`src/rtl/giim_pkg.sv`:
```
// Shared types and constants for the gradient information image metric.
package giim_pkg;

    localparam int unsigned PIX_W    = 16;
    localparam int unsigned SUM_W    = 38;
    localparam int unsigned LN_W     = 20;
    localparam int unsigned NR_W     = 32;
    localparam int unsigned V_W      = 17;
    localparam int unsigned LX_W     = 33;
    localparam int unsigned Y_W      = 31;
    localparam int unsigned CFG_IW   = 2;
    localparam int unsigned CFG_DW   = 16;

    localparam logic [CFG_IW-1:0] REG_WIDTH  = 2'd0;
    localparam logic [CFG_IW-1:0] REG_HEIGHT = 2'd1;
    localparam logic [CFG_IW-1:0] REG_GAIN   = 2'd2;
    localparam logic [CFG_IW-1:0] REG_THRESH = 2'd3;

    localparam logic [10:0] RST_WIDTH  = 11'd640;
    localparam logic [12:0] RST_HEIGHT = 13'd480;
    localparam logic [15:0] RST_GAIN   = 16'd1000;
    localparam logic [15:0] RST_THRESH = 16'd3932;

    localparam logic [12:0] MAX_HEIGHT = 13'd4096;
    localparam logic [15:0] LN2_Q16    = 16'd45426;
    localparam logic [SUM_W-1:0] SUM_MAX = '1;
    localparam logic [V_W-1:0]   V_MAX   = 17'h10000;

    typedef enum logic [4:0] {
        S_IDLE,
        S_READ,
        S_SHIFT,
        S_EVAL_SEL,
        S_GRAD,
        S_SQRT_INIT,
        S_SQRT,
        S_MAP,
        S_NORM_START,
        S_LN_NORM,
        S_LN_SQ,
        S_LN_FIN,
        S_SCALE,
        S_ACC,
        S_DIV_INIT,
        S_DIV,
        S_DIV_FIN,
        S_ADVANCE
    } t_state;

    typedef struct packed {
        logic       accept;
        logic       shift;
        logic [1:0] eidx;
        logic       grad;
        logic       sqrt_init;
        logic       sqrt_step;
        logic       map;
        logic       norm_start;
        logic       ln_norm;
        logic       ln_sq;
        logic       ln_fin;
        logic       scale;
        logic       acc;
        logic       div_init;
        logic       div_step;
        logic       div_fin;
        logic       advance;
    } t_cmd;

    typedef struct packed {
        logic [3:0] eval_mask;
        logic       below;
        logic       lx_top;
        logic       norm_dirty;
        logic       out_free;
    } t_stat;

endpackage

```
`src/rtl/giim_ctrl.sv`:
```
// Controller state machine sequencing pixel intake, window evaluation and normalization.
module giim_ctrl (
    input  logic            i_clk,
    input  logic            i_rst_n,
    input  logic            i_in_valid,
    input  giim_pkg::t_stat i_stat,
    output logic            o_in_ready,
    output giim_pkg::t_cmd  o_cmd
);

    import giim_pkg::*;

    t_state     r_state, n_state;
    logic [5:0] r_cnt, n_cnt;
    logic [1:0] r_eidx, n_eidx;
    logic       r_norm, n_norm;

    always_ff @(posedge i_clk) begin
        if (!i_rst_n) begin
            r_state <= S_IDLE;
            r_cnt   <= '0;
            r_eidx  <= '0;
            r_norm  <= 1'b0;
        end else begin
            r_state <= n_state;
            r_cnt   <= n_cnt;
            r_eidx  <= n_eidx;
            r_norm  <= n_norm;
        end
    end

    always_comb begin
        n_state    = r_state;
        n_cnt      = r_cnt;
        n_eidx     = r_eidx;
        n_norm     = r_norm;
        o_cmd      = '0;
        o_cmd.eidx = r_eidx;
        o_in_ready = 1'b0;
        unique case (r_state)
            S_IDLE: begin
                if (i_stat.norm_dirty) begin
                    n_state = S_NORM_START;
                end else begin
                    o_in_ready = 1'b1;
                    if (i_in_valid) begin
                        o_cmd.accept = 1'b1;
                        n_state      = S_READ;
                    end
                end
            end
            S_READ: begin
                n_state = S_SHIFT;
            end
            S_SHIFT: begin
                o_cmd.shift = 1'b1;
                n_eidx      = '0;
                n_state     = S_EVAL_SEL;
            end
            S_EVAL_SEL: begin
                if (i_stat.eval_mask[r_eidx]) begin
                    n_state = S_GRAD;
                end else if (r_eidx == 2'd3) begin
                    n_state = S_ADVANCE;
                end else begin
                    n_eidx = r_eidx + 2'd1;
                end
            end
            S_GRAD: begin
                o_cmd.grad = 1'b1;
                n_state    = S_SQRT_INIT;
            end
            S_SQRT_INIT: begin
                o_cmd.sqrt_init = 1'b1;
                n_cnt           = '0;
                n_state         = S_SQRT;
            end
            S_SQRT: begin
                o_cmd.sqrt_step = 1'b1;
                if (r_cnt == 6'd15) begin
                    n_state = S_MAP;
                end else begin
                    n_cnt = r_cnt + 6'd1;
                end
            end
            S_MAP: begin
                o_cmd.map = 1'b1;
                n_norm    = 1'b0;
                n_state   = i_stat.below ? S_ACC : S_LN_NORM;
            end
            S_NORM_START: begin
                o_cmd.norm_start = 1'b1;
                n_norm           = 1'b1;
                n_state          = S_LN_NORM;
            end
            S_LN_NORM: begin
                o_cmd.ln_norm = 1'b1;
                if (i_stat.lx_top) begin
                    n_cnt   = '0;
                    n_state = S_LN_SQ;
                end
            end
            S_LN_SQ: begin
                o_cmd.ln_sq = 1'b1;
                if (r_cnt == 6'd15) begin
                    n_state = S_LN_FIN;
                end else begin
                    n_cnt = r_cnt + 6'd1;
                end
            end
            S_LN_FIN: begin
                o_cmd.ln_fin = 1'b1;
                n_state      = r_norm ? S_DIV_INIT : S_SCALE;
            end
            S_SCALE: begin
                o_cmd.scale = 1'b1;
                n_state     = S_ACC;
            end
            S_ACC: begin
                o_cmd.acc = 1'b1;
                if (r_eidx == 2'd3) begin
                    n_state = S_ADVANCE;
                end else begin
                    n_eidx  = r_eidx + 2'd1;
                    n_state = S_EVAL_SEL;
                end
            end
            S_DIV_INIT: begin
                o_cmd.div_init = 1'b1;
                n_cnt          = '0;
                n_state        = S_DIV;
            end
            S_DIV: begin
                o_cmd.div_step = 1'b1;
                if (r_cnt == 6'd32) begin
                    n_state = S_DIV_FIN;
                end else begin
                    n_cnt = r_cnt + 6'd1;
                end
            end
            S_DIV_FIN: begin
                o_cmd.div_fin = 1'b1;
                n_state       = S_IDLE;
            end
            S_ADVANCE: begin
                if (i_stat.out_free) begin
                    o_cmd.advance = 1'b1;
                    n_state       = S_IDLE;
                end
            end
            default: begin
                n_state = S_IDLE;
            end
        endcase
    end

endmodule

```
`config.mk`:
```
export PLATFORM = sky130hd
export DESIGN_NAME = giim_ctrl
export DESIGN_NICKNAME = d
export VERILOG_FILES = /design/src/rtl/giim_pkg.sv /design/src/rtl/giim_ctrl.sv
export SDC_FILE = /design/constraint.sdc
export NUM_CORES = 1
export LEC_CHECK = 0
export BUFFER_PORTS_ARGS = -buffer_cell sky130_fd_sc_hd__buf_2
export CAP_MARGIN = 40
export CORE_AREA = 2 2 52 54
export DETAILED_ROUTE_END_ITERATION = 8
export DIE_AREA = 0 0 54 56
export PLACE_DENSITY_LB_ADDON = 0.05
export SYNTH_ARGS = -nofsm -noshare
export SYNTH_HDL_FRONTEND = slang
export SYNTH_SLANG_ARGS = --single-unit
```
`constraint.sdc`:
```
create_clock -name i_clk -period 2.6 [get_ports i_clk]
set_input_delay 0.52 -clock i_clk [delete_from_list [all_inputs] [get_ports i_clk]]
set_output_delay 0.52 -clock i_clk [all_outputs]
set_load 0.02 [all_outputs]
```
After elaboration in Yosys (flattened, before gate mapping)
Cells that the tools add are included.
{"block": "word_totals", "out_inout_bits": 19, "word_cells": 90, "reg_bits": 14, "input_bits": 11}
{"block": "op_classes", "muxes": 44, "n_eq_ne": 30, "reduce_logical": 9, "n_lt_le_gt_ge": 1, "n_addsub": 2}
{"cell": "case mux 5 bit (17 select lines)", "count": 1}
{"cell": "2-to-1 mux 5 bit", "count": 10}
{"cell": "== test 5 x 4 -> 1 bit (second input constant)", "count": 8}
{"cell": "case mux 6 bit (4 select lines)", "count": 1}
{"cell": "2-to-1 mux 1 bit", "count": 22}
{"cell": "== test 5 x 3 -> 1 bit (second input constant)", "count": 4}
{"cell": "2-to-1 mux 6 bit", "count": 3}
{"cell": "!= test 2 bit (second input constant)", "count": 8}
{"cell": "== test 5 x 2 -> 1 bit (second input constant)", "count": 2}
{"cell": "== test 5 bit (second input constant)", "count": 2}
{"cell": "AND reduction 7 bit", "count": 1}
{"cell": "adder 6 x 1 -> 6 bit (second input constant)", "count": 1}
{"cell": "== test 6 x 4 -> 1 bit (second input constant)", "count": 1}
{"cell": "== test 6 bit (second input constant)", "count": 1}
{"cell": "2-to-1 mux 2 bit", "count": 3}
{"cell": "!= test 3 bit (second input constant)", "count": 2}
{"cell": "case mux 2 bit (3 select lines)", "count": 1}
{"cell": "== test 5 x 1 -> 1 bit (second input constant)", "count": 1}
{"cell": "zero test 5 bit", "count": 1}
{"cell": "AND reduction 4 bit", "count": 1}
{"cell": "nonzero test 4 bit", "count": 1}
{"cell": "OR reduction 2 bit", "count": 2}
{"cell": "< comparator 2 x 3 -> 1 bit (second input constant)", "count": 1}
{"cell": "2-to-1 mux 3 bit", "count": 1}
{"cell": "other kinds (7)", "count": 7}

Longest topological paths before layout
{"block": "logic_depth", "depth_word": 4, "ltp_mapped": 7, "mapped_depth_nobuf": 7}

Worst setup path before layout
Ideal clock, no wire load.
{"block": "synth_path", "path_kind": "reg-to-output", "start": "register r_state[1]", "end": "output o_cmd[17] (netlist bit)", "stages_incl_launch_ff": 6, "setup_slack_ns": 0.344, "required_ns": 2.080, "t_arrival_ns": 1.736, "path_cell_list": "dfxtp_1 -> buf_2 -> or2_2 -> clkbuf_1 -> nor3_1 -> and2_1"}
{"element": "start: declaration", "line": "giim_ctrl.sv:13", "rtl": "t_state r_state, n_state;"}
{"element": "start signal: assignment", "line": "giim_ctrl.sv:25", "rtl": "r_state <= n_state;"}
{"element": "end: declaration", "line": "giim_ctrl.sv:8", "rtl": "output giim_pkg::t_cmd o_cmd"}

==> results.tsv <==
stage	metric	value	unit
sta	finalCritPeriodShare	0.9382	
sta	maxSlewViolCount	0	
sta	worst_pin_slew	0.6055	ns
yosys	syn_nets	174	
die	start_util	0.4913	
critical_path	cp_max_fo	19	
clocking	cts_root_buf	clkbuf_4	
final_layout	nets	194	
clocking	cts_tree	built	
yosys	syn_avg_cell_area	7.468	µm²
global_routing	antenna_found_initial	0	
clocking	insertion_delay	0.29	ns
critical_path	worst-setup-path-type	reg2out	
sta	relSlewSlack	0.5958	
route	vias	1204	
yosys	netlist_area	1195	µm²
die	core_region_area	2432	µm²
global_routing	grt_max_degree	23	
status	status	complete, no violations	
global_routing	grt_overflow	0	
clocking	clkTransAtPathRegs	0.09	ns
final_layout	mostFrequentLayoutCell	buf_2	
yosys	yosys_most_used_dff	dfxtp_1	
yosys	syn-instance-count	160	
sta	tns	0	ns
global_routing	grt.total_usage	0.2031	
yosys	async_reset_ff_frac	0	
final_layout	syn2layout_area_growth	12.57	%
yosys	synth_top_area_cell	dfxtp_1	
yosys	yosys.cell_types.count	50	
die	fp.dieW	54	µm
route	drtIter0Drc	29	
critical_path	critPathLaunchType	register	
final_layout	final_util	0.5530	
clocking	cts_made_buffers	3	
critical_path	crit_family	simple AND/OR/NAND/NOR gates	
route	drtPass1Iterations	4	
critical_path	crit_slowest_cell	dfxtp_1	
clocking	cts_max_level	1	
place	globalplace.congestion	0.8776	
sta	hold_violations	0	
run	maxCapViolations	0	
critical_path	critPathMaxStageDelay	0.70	ns
sta	setup_viol	0	
power_and_ir_drop	power	0.9948	mW
final_layout	final_cell_mix	29 x buf_2, 18 x nand2_1, 16 x nor2_1, 14 x dfxtp_1, 11 x nor3_1	
place	dp_hpwl	2154	µm
sta	clock_skew	0.0006738	ns
die	dieHeight	56	µm
clocking	cts-resized-gates	0	
clocking	clockBufferDepth	2	
die	die_area	3024	µm²
die	io_pins	30	
yosys	ys_warn_count	0	
clocking	numClockSinks	14	
sta	max_clock_freq	410.0	MHz
final_layout	drive_gt1_frac	0.2514	
route	post_drt_wl_per_cell	13.98	µm
route	drt-vias-per-instance	5.761	
power_and_ir_drop	power_density	739.6	nW/µm²
yosys	ys_ff_latch	14	
critical_path	cp_cell_sequence	or3b_2 -> nor2_1 -> buf_2	
power_and_ir_drop	peakVddDrop	0.4400	mV
place	post-place-ws	0.4370	ns
yosys	seq_area_frac_synth	0.2346	
critical_path	worst-path-buf-inv	1	
sta	setup_ws	0.1607	ns
sta	min_period	2.439	ns
clocking	post_cts_buffers	0	
global_routing	grt_pass1_vias	995	
final_layout	n_antenna_cell	0	
clocking	ctsHoldBuffers	0	
yosys	synth_area_leaders	dfxtp_1 23%, nand2_1 5.7%, nor2_1 5.0%, nor3_1 4.6%, or3_1 3.7%	
critical_path	cp.required	2.08	ns
route	antenna_left	0	
place	port_buffers	29	
sta	whs	0.5149	ns
route	drt_wl_total	2922	µm
critical_path	arrival	1.92	ns
sta	rsz0062_at_grt	false	
power_and_ir_drop	p_leak	0.5407	nW
worst_hold_path	hp-class	reg2reg	
global_routing	grt_pass1_wl	4567	µm
critical_path	endpoint_kind	output pin	
yosys	synth-edff-count	0	
route	drc	0	
die	num_rows	18	
yosys	yosys.area.top_type_share	0.2346	
## cell usage after synthesis, types with 2 or more instances
library cell,number
nand3b_1,3
and2_1,2
inv_1,8
nand4_1,2
nand3_1,4
nor2_1,16
dfxtp_1,14
buf_1,2
o22ai_1,2
ha_1,3
nand2b_1,3
o21ai_1,4
or3b_2,2
o211ai_1,2
or3_1,7
or3b_1,3
o21ai_0,3
clkbuf_1,6
nand2_1,18
a21oi_1,7
buf_2,4
a2111oi_0,2
nor3_1,11
a211o_1,2
mux2i_1,4
or2_2,2
## registers in the layout, indices dropped and copies added, names as in the netlist
| signal | cells |
|---|---|
| r_cnt | 6 |
| r_eidx | 2 |
| r_norm | 1 |
| r_state | 5 |
## final cells by class
cell class	instances	area [µm²]
fillers	234	1087
multi-input cells	124	815.8
flip-flops and latches	14	280.3
repair buffers	29	145.1
well taps	30	37.54
clock buffers	4	36.28
inverters	8	30.03
## worst reg2reg max path, delay by kind of cell (launching register included)
family	cells	cell delay, ns
AND/OR/NAND/NOR	3	1.06
AO/OA/AOI/OAI	2	0.36
flip-flops	1	0.70
## per-layer routing
metal | global-route usage | vias to the layer above | wire [µm]
met1 | 0.3031 | 545 | 1454
met3 | 0.02419 | 4 | 188
li1 | - | 612 | -
met5 | 0 | - | 0
met2 | 0.2822 | 43 | 1225
met4 | 0.09643 | 0 | 55
## final timing paths
path,slack [ns],endpoint,startpoint,cells past startpoint
max,0.16,o_cmd[9],r_state[3]$_SDFFE_PN0P_,3
min,0.51,r_cnt[5]$_SDFFE_PN0P_,r_cnt[5]$_SDFFE_PN0P_,2
max reg2reg,0.40,r_cnt[2]$_SDFFE_PN0P_,r_state[3]$_SDFFE_PN0P_,5
min reg2reg,0.51,r_cnt[5]$_SDFFE_PN0P_,r_cnt[5]$_SDFFE_PN0P_,2
## metrics by stage
step                      instance area [µm²]  instances
after detailed placement                 1309        205
after CTS                                1345        209
after floorplan                          1195        160
final                                    1345        209
after global placement                   1309        205
after global routing                     1345        209
## logic make-up after synthesis
family | after synthesis | share of synthesized area
buffers and inverters | 22 | 0.08273
adders and majority gates | 4 | 0.03979
muxes | 5 | 0.05236
AOI/OAI and AO/OA | 33 | 0.2126
and+or+nand+nor | 81 | 0.3707
DFF | 14 | 0.2346
xor gates and xnor gates | 1 | 0.007331
## power by group
| group | internal (mW) | switching [mW] | leakage (nW) |
|---|---|---|---|
| combinational | 0.203 | 0.293 | 0.406 |
| sequential | 0.247 | 0.0866 | 0.114 |
| clock | 0.0854 | 0.0801 | 0.0210 |
| total | 0.535 | 0.460 | 0.541 |
Power figures use the tool's default switching activity.
